===== config.mk =====
export PLATFORM = sky130hd
export DESIGN_NAME = dsu_ctrl
export DESIGN_NICKNAME = d
export VERILOG_FILES = /design/src/sv/dsu_pkg.sv /design/src/sv/dsu_ctrl.sv
export SDC_FILE = /design/constraint.sdc
export NUM_CORES = 1
export LEC_CHECK = 0
export CORE_MARGIN = 3
export CORE_UTILIZATION = 36
export DETAILED_ROUTE_END_ITERATION = 8
export DONT_BUFFER_PORTS = 1
export PLACE_DENSITY = 0.6
export SETUP_SLACK_MARGIN = 0.3
export SLEW_MARGIN = 20
export SYNTH_ARGS = -nofsm -noshare
export SYNTH_HDL_FRONTEND = slang
export SYNTH_SLANG_ARGS = --single-unit
export TNS_END_PERCENT = 50

===== constraint.sdc =====
create_clock -name clock -period 6.5 [get_ports clock]
set_input_delay 0.65 -clock clock [delete_from_list [all_inputs] [get_ports clock]]
set_output_delay 0.65 -clock clock [all_outputs]
set_load 0.005 [all_outputs]

===== src/sv/dsu_pkg.sv =====
`timescale 1ns / 1ps
// Shared types and constants for the disjoint-set union-find block.
package dsu_pkg;

   localparam int unsigned MaxElements = 1024;
   localparam int unsigned IdxW        = 10;
   localparam int unsigned CntW        = 11;
   localparam int unsigned RankW       = 4;

   localparam logic [1:0] CMD_QUERY = 2'd0;
   localparam logic [1:0] CMD_UNION = 2'd1;
   localparam logic [1:0] CMD_CLEAR = 2'd2;

   typedef logic [IdxW-1:0]  idx_type;
   typedef logic [CntW-1:0]  cnt_type;
   typedef logic [RankW-1:0] rank_type;

   typedef struct packed {
      idx_type  parent;
      rank_type rank;
      cnt_type  size;
   } node_type;

   typedef struct packed {
      logic     wr_en;
      idx_type  wr_addr;
      node_type wr_data;
      idx_type  rd_addr;
   } mem_req_type;

   typedef struct packed {
      idx_type first_root;
      idx_type second_root;
      logic    same_set;
      cnt_type set_count;
      cnt_type first_set_size;
      logic    index_error;
   } result_type;

endpackage


===== src/sv/dsu_ctrl.sv =====
`timescale 1ns / 1ps
// Sequencer that walks, compresses and links the node memory for each beat.
module dsu_ctrl (
   input  logic                 clock,
   input  logic                 reset,
   input  logic                 req_valid,
   output logic                 req_ready,
   input  logic [1:0]           req_cmd,
   input  dsu_pkg::idx_type     req_a,
   input  dsu_pkg::idx_type     req_b,
   input  dsu_pkg::cnt_type     element_count,
   input  logic                 rsp_free,
   output logic                 done,
   output dsu_pkg::result_type  result,
   output dsu_pkg::mem_req_type mem_req,
   input  dsu_pkg::node_type    rd_data
);

   typedef enum logic [6:0] {
      ST_SWEEP = 7'b0000001,
      ST_IDLE  = 7'b0000010,
      ST_UP    = 7'b0000100,
      ST_CMP   = 7'b0001000,
      ST_LINK  = 7'b0010000,
      ST_GROW  = 7'b0100000,
      ST_DONE  = 7'b1000000
   } state_type;

   state_type           state_ff, state_in;
   dsu_pkg::idx_type    sweep_ff, sweep_in;
   logic                from_clear_ff, from_clear_in;
   logic [1:0]          cmd_ff, cmd_in;
   dsu_pkg::idx_type    a_ff, a_in, b_ff, b_in;
   dsu_pkg::idx_type    walk_ff, walk_in;
   dsu_pkg::idx_type    root_ff, root_in;
   dsu_pkg::node_type   root_node_ff, root_node_in;
   dsu_pkg::idx_type    ra_ff, ra_in;
   dsu_pkg::node_type   ra_node_ff, ra_node_in;
   logic                phase_ff, phase_in;
   dsu_pkg::cnt_type    active_ff, active_in;
   dsu_pkg::cnt_type    disjoint_ff, disjoint_in;
   dsu_pkg::result_type res_ff, res_in;
   dsu_pkg::cnt_type    eff_count;
   dsu_pkg::cnt_type    new_disjoint;
   dsu_pkg::node_type   node_tmp;
   logic                same;

   always_comb begin
      if (element_count == '0) begin
         eff_count = dsu_pkg::CntW'(1);
      end else if (element_count > dsu_pkg::CntW'(dsu_pkg::MaxElements)) begin
         eff_count = dsu_pkg::CntW'(dsu_pkg::MaxElements);
      end else begin
         eff_count = element_count;
      end
   end

   always_comb begin
      state_in         = state_ff;
      sweep_in         = sweep_ff;
      from_clear_in    = from_clear_ff;
      cmd_in           = cmd_ff;
      a_in             = a_ff;
      b_in             = b_ff;
      walk_in          = walk_ff;
      root_in          = root_ff;
      root_node_in     = root_node_ff;
      ra_in            = ra_ff;
      ra_node_in       = ra_node_ff;
      phase_in         = phase_ff;
      active_in        = active_ff;
      disjoint_in      = disjoint_ff;
      res_in           = res_ff;
      req_ready        = 1'b0;
      done             = 1'b0;
      mem_req.wr_en    = 1'b0;
      mem_req.wr_addr  = walk_ff;
      mem_req.wr_data  = rd_data;
      mem_req.rd_addr  = walk_ff;
      same             = (ra_ff == root_ff);
      new_disjoint     = disjoint_ff - dsu_pkg::CntW'(disjoint_ff != '0);
      node_tmp         = rd_data;
      unique case (state_ff)
         ST_SWEEP: begin
            mem_req.wr_en          = 1'b1;
            mem_req.wr_addr        = sweep_ff;
            mem_req.wr_data.parent = sweep_ff;
            mem_req.wr_data.rank   = '0;
            mem_req.wr_data.size   = dsu_pkg::CntW'(1);
            sweep_in               = sweep_ff + dsu_pkg::IdxW'(1);
            if (sweep_ff == dsu_pkg::IdxW'(dsu_pkg::MaxElements - 1)) begin
               sweep_in = '0;
               state_in = from_clear_ff ? ST_DONE : ST_IDLE;
            end
         end
         ST_IDLE: begin
            req_ready       = 1'b1;
            mem_req.rd_addr = req_a;
            if (req_valid) begin
               cmd_in = req_cmd;
               a_in   = req_a;
               b_in   = req_b;
               res_in = '0;
               if (req_cmd == dsu_pkg::CMD_CLEAR) begin
                  active_in        = eff_count;
                  disjoint_in      = eff_count;
                  res_in.set_count = eff_count;
                  sweep_in         = '0;
                  from_clear_in    = 1'b1;
                  state_in         = ST_SWEEP;
               end else if ({1'b0, req_a} >= active_ff || {1'b0, req_b} >= active_ff) begin
                  res_in.set_count   = disjoint_ff;
                  res_in.index_error = 1'b1;
                  state_in           = ST_DONE;
               end else begin
                  walk_in  = req_a;
                  phase_in = 1'b0;
                  state_in = ST_UP;
               end
            end
         end
         ST_UP: begin
            if (rd_data.parent == walk_ff) begin
               root_in         = walk_ff;
               root_node_in    = rd_data;
               walk_in         = phase_ff ? b_ff : a_ff;
               mem_req.rd_addr = phase_ff ? b_ff : a_ff;
               state_in        = ST_CMP;
            end else begin
               walk_in         = rd_data.parent;
               mem_req.rd_addr = rd_data.parent;
            end
         end
         ST_CMP: begin
            if (walk_ff == root_ff) begin
               if (!phase_ff) begin
                  ra_in           = root_ff;
                  ra_node_in      = root_node_ff;
                  phase_in        = 1'b1;
                  walk_in         = b_ff;
                  mem_req.rd_addr = b_ff;
                  state_in        = ST_UP;
               end else begin
                  state_in = ST_LINK;
               end
            end else begin
               mem_req.wr_en          = 1'b1;
               mem_req.wr_addr        = walk_ff;
               mem_req.wr_data.parent = root_ff;
               walk_in                = rd_data.parent;
               mem_req.rd_addr        = rd_data.parent;
            end
         end
         ST_LINK: begin
            res_in.first_root     = ra_ff;
            res_in.second_root    = root_ff;
            res_in.same_set       = same;
            res_in.index_error    = 1'b0;
            res_in.set_count      = disjoint_ff;
            res_in.first_set_size = ra_node_ff.size;
            state_in              = ST_DONE;
            if (cmd_ff == dsu_pkg::CMD_UNION && !same) begin
               disjoint_in      = new_disjoint;
               res_in.set_count = new_disjoint;
               mem_req.wr_en    = 1'b1;
               state_in         = ST_GROW;
               if (ra_node_ff.rank > root_node_ff.rank) begin
                  node_tmp         = root_node_ff;
                  node_tmp.parent  = ra_ff;
                  mem_req.wr_addr  = root_ff;
                  mem_req.wr_data  = node_tmp;
                  root_in          = ra_ff;
                  root_node_in     = ra_node_ff;
                  root_node_in.size = ra_node_ff.size + root_node_ff.size;
               end else begin
                  node_tmp         = ra_node_ff;
                  node_tmp.parent  = root_ff;
                  mem_req.wr_addr  = ra_ff;
                  mem_req.wr_data  = node_tmp;
                  root_node_in.size = ra_node_ff.size + root_node_ff.size;
                  if (ra_node_ff.rank == root_node_ff.rank && root_node_ff.rank != '1) begin
                     root_node_in.rank = root_node_ff.rank + dsu_pkg::RankW'(1);
                  end
               end
               res_in.first_set_size = ra_node_ff.size + root_node_ff.size;
            end
         end
         ST_GROW: begin
            mem_req.wr_en   = 1'b1;
            mem_req.wr_addr = root_ff;
            mem_req.wr_data = root_node_ff;
            state_in        = ST_DONE;
         end
         ST_DONE: begin
            done = rsp_free;
            if (rsp_free) begin
               from_clear_in = 1'b0;
               state_in      = ST_IDLE;
            end
         end
         default: begin
            state_in = ST_IDLE;
         end
      endcase
   end

   always_ff @(posedge clock) begin
      if (reset) begin
         state_ff      <= ST_SWEEP;
         sweep_ff      <= '0;
         from_clear_ff <= 1'b0;
         active_ff     <= dsu_pkg::CntW'(dsu_pkg::MaxElements);
         disjoint_ff   <= dsu_pkg::CntW'(dsu_pkg::MaxElements);
      end else begin
         state_ff      <= state_in;
         sweep_ff      <= sweep_in;
         from_clear_ff <= from_clear_in;
         active_ff     <= active_in;
         disjoint_ff   <= disjoint_in;
      end
   end

   always_ff @(posedge clock) begin
      cmd_ff       <= cmd_in;
      a_ff         <= a_in;
      b_ff         <= b_in;
      walk_ff      <= walk_in;
      root_ff      <= root_in;
      root_node_ff <= root_node_in;
      ra_ff        <= ra_in;
      ra_node_ff   <= ra_node_in;
      phase_ff     <= phase_in;
      res_ff       <= res_in;
   end

   assign result = res_ff;

`ifndef SYNTHESIS
   assert property (@(posedge clock) disable iff (reset)
      (state_ff == ST_CMP && mem_req.wr_en) |-> (mem_req.wr_addr != mem_req.rd_addr))
      else $error("Compression write collides with the next read.");

   assert property (@(posedge clock) disable iff (reset)
      disjoint_ff <= active_ff)
      else $error("Set count exceeds the active element count.");

   assert property (@(posedge clock) disable iff (reset)
      active_ff != '0 && active_ff <= dsu_pkg::CntW'(dsu_pkg::MaxElements))
      else $error("Active element count out of range.");

   assert property (@(posedge clock) disable iff (reset)
      (done && res_ff.index_error) |-> (res_ff.first_set_size == '0))
      else $error("Rejected beat reports a set size.");
`endif

endmodule

Yosys cells after proc, flatten, opt, wreduce, memory -nomap -nowiden

Index checks and enable logic that the tools add are counted.

Memories: 0
Output and inout bits: 92
Latch bits: 0
Memory bits (read-only): 0
Flip-flop bits (word level): 187
Memory bits (writable): 0

Mux-type cells: 63
Shift-type cells: 0
Bitwise operators: 1
Reductions and logical operators: 25
$lt $le $gt $ge: 4
Eq/ne operators: 26
Multiply operators: 0
Div/mod/pow operators: 0
$add $sub $neg: 4

Operators with widths:

| cell                 | count |
|---|---|
| $mux W10             | 14 |
| $pmux W44 S2         | 1 |
| $pmux W21 S4         | 1 |
| $mux W11             | 7 |
| $mux W7              | 9 |
| $pmux W10 S3         | 2 |
| $mux W25             | 2 |
| $pmux W25 S2         | 1 |
| $pmux W7 S7          | 1 |
| $pmux W15 S3         | 1 |
| $mux W44             | 1 |
| $pmux W10 S2         | 2 |
| $mux W36             | 1 |
| $mux W35             | 1 |
| $eq A10 B10 Y1       | 3 |
| $ge A10 B11 Y1       | 2 |
| $mux W22             | 1 |
| $pmux W11 S2         | 1 |
| $mux W21             | 1 |
| $ne A2 B2 Y1 const B | 10 |
| $reduce_and A4 Y1    | 5 |
| $mux W15             | 1 |
| $reduce_and A3 Y1    | 4 |
| $add A11 B11 Y11     | 1 |
| 32 further kinds     | 50 |

Depth between registers and ports, before layout

Word-level depth: 6
Mapped depth: 11
Depth with buffers taken out: 11

Worst setup path before layout

OpenSTA, ideal clock, no wires.

Path type: reg2reg
Start point: register walk_ff[1]
End point: register ra_ff[0] (enable)
Arrival: 3,572 ps
Required time: 6,029 ps
Period minus slack after synthesis: 4,042 ps
Path slack: 2,458 ps
Cell stages (with the launch flop): 6
Cell sequence: edfxtp_1 clkbuf_1 xnor2_1 nand4_1 or3_4 nor3_1

Word-level cells in the longest chain between the ends: 2

Ends and longest elaborated chain:

| what                               | RTL line        | RTL |
|---|---|---|
| start: declaration                 | dsu_ctrl.sv:34  | `dsu_pkg::idx_type walk_ff, walk_in;` |
| start signal: assignment           | dsu_ctrl.sv:227 | `walk_ff <= walk_in;` |
| $eq A10 B10 Y1                     | dsu_ctrl.sv:135 | `if (walk_ff == root_ff) begin` |
| $reduce_and A3 Y1 (no source line) | -               |  |
| end signal: assignment             | dsu_ctrl.sv:230 | `ra_ff <= ra_in;` |
| end: declaration                   | dsu_ctrl.sv:37  | `dsu_pkg::idx_type ra_ff, ra_in;` |

Every way passes these cells.
A chain may end at the register's enable or synchronous reset.

==> flow_summary.toml <==
[run_status]
status = "completed"

[floorplan]
rows = 61
fp.dieW_um = 176
coreArea_um2 = 28100
die_h_um = 176
start_util = 0.368
ios = 154
die_area_um2 = 30800

[worst_setup_path]
critPathKind = "flop to output pin"
r2r-end = "result[21]"
worstRegToRegCells = 9
required_ns = 5.85
r2r_start = "disjoint_ff[4]"
crit_family = "compound AO/OA/AOI/OAI gates"
rrSetupSlack_ns = 3.58
worstSetupEndpointType = "output pin"
path_buf_inv = 0
crit_chain = "xnor2_1 -> nand4_1 -> o311a_1 -> nand2_1 -> o21ai_1 -> a22oi_1 -> nand3_1"
cp_slowest_cell = "o21ai_1"
crit_arrival_ns = 3.87
startpoint_type = "flop"
cpPeakStageDelay_ns = 0.91
crit_fanout = 12

[yosys]
async_reset_ff_frac = 0
syn_area_per_cell_um2 = 10.1
yosysWarnings = 0
synth.net_count = 1125
synth_top_area_frac = 0.426
synth.most_common_cell = "edfxtp_1"
syn_inst = 1024
synth_top_area_cell = "edfxtp_1"
ys.flop_type = "edfxtp_1"
yosys-top-cells-area = "edfxtp_1 43%, dfxtp_1 7.7%, nand2_1 5.3%, ha_1 4.6%, xnor2_1 3.6%"
ys_ff_latch = 187
yosysSeqAreaShare = 0.504
netlist_area_um2 = 10300
synth_cell_types = 70
synth-edff-count = 147
synth_commonest_cells = "147 x edfxtp_1, 145 x nand2_1, 85 x nor2_1"

[hold_path]
hp-start = "reset"
whs_endpoint = "active_ff[1]"
hp-class = "input pin to flop"
hold_depth = 1

[route]
first_pass_iters = 7
remaining_drc_errors = 0
vias = 8046
wl_per_cell_um = 22.1
ant_nets = 0
wl_mm = 30.6
vias_per_cell = 5.80
dr.first_iter.drc_count = 940

[clock_network]
hold_buffers = 0
cts_buffer_depth = 2
clock_sinks = 187
htreeDepth = 4
cts_setup_buffers = 0
clock_latency_ns = 0.44
clkTransAtPathRegs_ns = 0.09
cts_resized = 0
cts-root-buf = "clkbuf_16"
cts_buffers = 17
cts_tree = "yes"

[power]
power_density_nw_per_um2 = 226
p_leak_nw = 4.19
ir_drop_mv = 0.171

[sta]
drv_slew = 0
period_needed_ns = 4.52
max_freq_mhz = 221
rsz0062_at_grt = "false"
worst_pin_slew_ns = 1.10
fin_skew_ns = 0.0148
min_period_over_period = 0.696
setup_slack_ns = 1.98
finalSetupViolations = 0
finalSetupTns_ns = 0
maxSlewHeadroom = 0.265
hold_violations = 0

[finish]
layout-drive-gt1-share = 0.0703
finalNetCount = 1098
fill_cells = 2799
areaGrowthSynthToFinish_pct = 9.22
antennaDiodeCount = 0

[placement]
port_buffers = 0
dp_slack_ns = 2.36
routabilityCongestion = 0.815
hpwl_mm = 21.6

[global_route]
grt_first_pass_wirelength_mm = 46.8
grt_max_degree = 73
grt-ovfl-total = 0
grt_antenna_before_repair = 0
grt_usage = 0.196
grt_pass1_vias = 7649

[flow_run]
drv_cap = 0
## logic make-up (layout without fill, tap and decap cells)
group,after synthesis,count (layout),synth area share
xor+xnor,50,50,0.0423
compound gates,258,258,0.181
buf+inv,111,97,0.0445
flops,187,187,0.504
fa+ha+maj,39,39,0.0479
simple gates,373,373,0.174
mux,6,6,0.00580
## routing by layer
metal	routed length, µm	global-route usage
met5	0	0
met4	455	0.0485
met3	2720	0.0536
met1	13500	0.272
met2	14000	0.307
## placed cells by master (no fill, tap or decap), types with 9 or more instances in the layout
| cell | count |
|---|---|
| buf_4 | 13 |
| nand4_1 | 11 |
| ha_1 | 38 |
| nor2_1 | 84 |
| dfxtp_1 | 40 |
| nand2_1 | 143 |
| inv_1 | 50 |
| a211oi_1 | 18 |
| a222oi_1 | 20 |
| a22o_1 | 13 |
| xnor2_1 | 43 |
| a21oi_1 | 50 |
| a221oi_1 | 11 |
| a221o_1 | 17 |
| and2_1 | 26 |
| a22oi_1 | 30 |
| nor2b_1 | 9 |
| a21o_1 | 19 |
| o21ai_0 | 39 |
| clkbuf_16 | 17 |
| nor3_1 | 17 |
| nand3_1 | 29 |
| edfxtp_1 | 147 |
## state kept, by name (all words and copies together) (netlist names), 2 cells and up
name          cells
state_ff          7
sweep_ff         10
walk_ff          10
ra_ff            10
root_node_ff     25
result           44
disjoint_ff      11
active_ff        11
b_ff             10
a_ff             10
root_ff          10
ra_node_ff       25
cmd_ff            2
## stage by stage
stage / instance area [µm²] / power, W / util / cells / hold WS [ns]
floorplan: 10300 / 0.00147 / - / 1024 / 0.427
CTS: 11300 / 0.00259 / 0.402 / 1388 / 0.258
global placement: 10700 / 0.00151 / 0.380 / 1356 / 0.439
finish: 11300 / 0.00256 / 0.402 / 1388 / 0.276
global route: 11300 / 0.00265 / 0.402 / 1388 / 0.253
detailed placement: 10700 / 0.00152 / 0.380 / 1356 / 0.441
## report_power, final
part	switching [W]	internal [W]	total, W	leakage, nW
clock	0.000543	0.000527	0.00107	0.298
combinational	0.000119	0.0000696	0.000189	2.17
sequential	0.0000154	0.00129	0.00130	1.72
total	0.000677	0.00188	0.00256	4.19
## area by class of cell
cell class	instances	area [µm²]	share of cell area
sequential	187	5220	0.461
multi-input combinational	726	4710	0.416
tap	378	473	0.0418
clock buffer	17	425	0.0376
inverter	52	195	0.0173
clock inverter	15	191	0.0169
timing repair buffer	13	97.6	0.00863
## how the worst max path moves through the flow
stage,startpoint,end,depth (start not counted)
2_1_floorplan,walk_ff[1],ra_ff[0],5
3_3_place_gp,root_ff[3],mem_req[26],7
3_5_place_dp,root_ff[8],mem_req[26],7
4_1_cts,root_ff[3],mem_req[26],7
5_1_grt,root_ff[2],mem_req[26],7
6_report,root_ff[2],mem_req[26],7
Power figures use the tool's default switching activity.
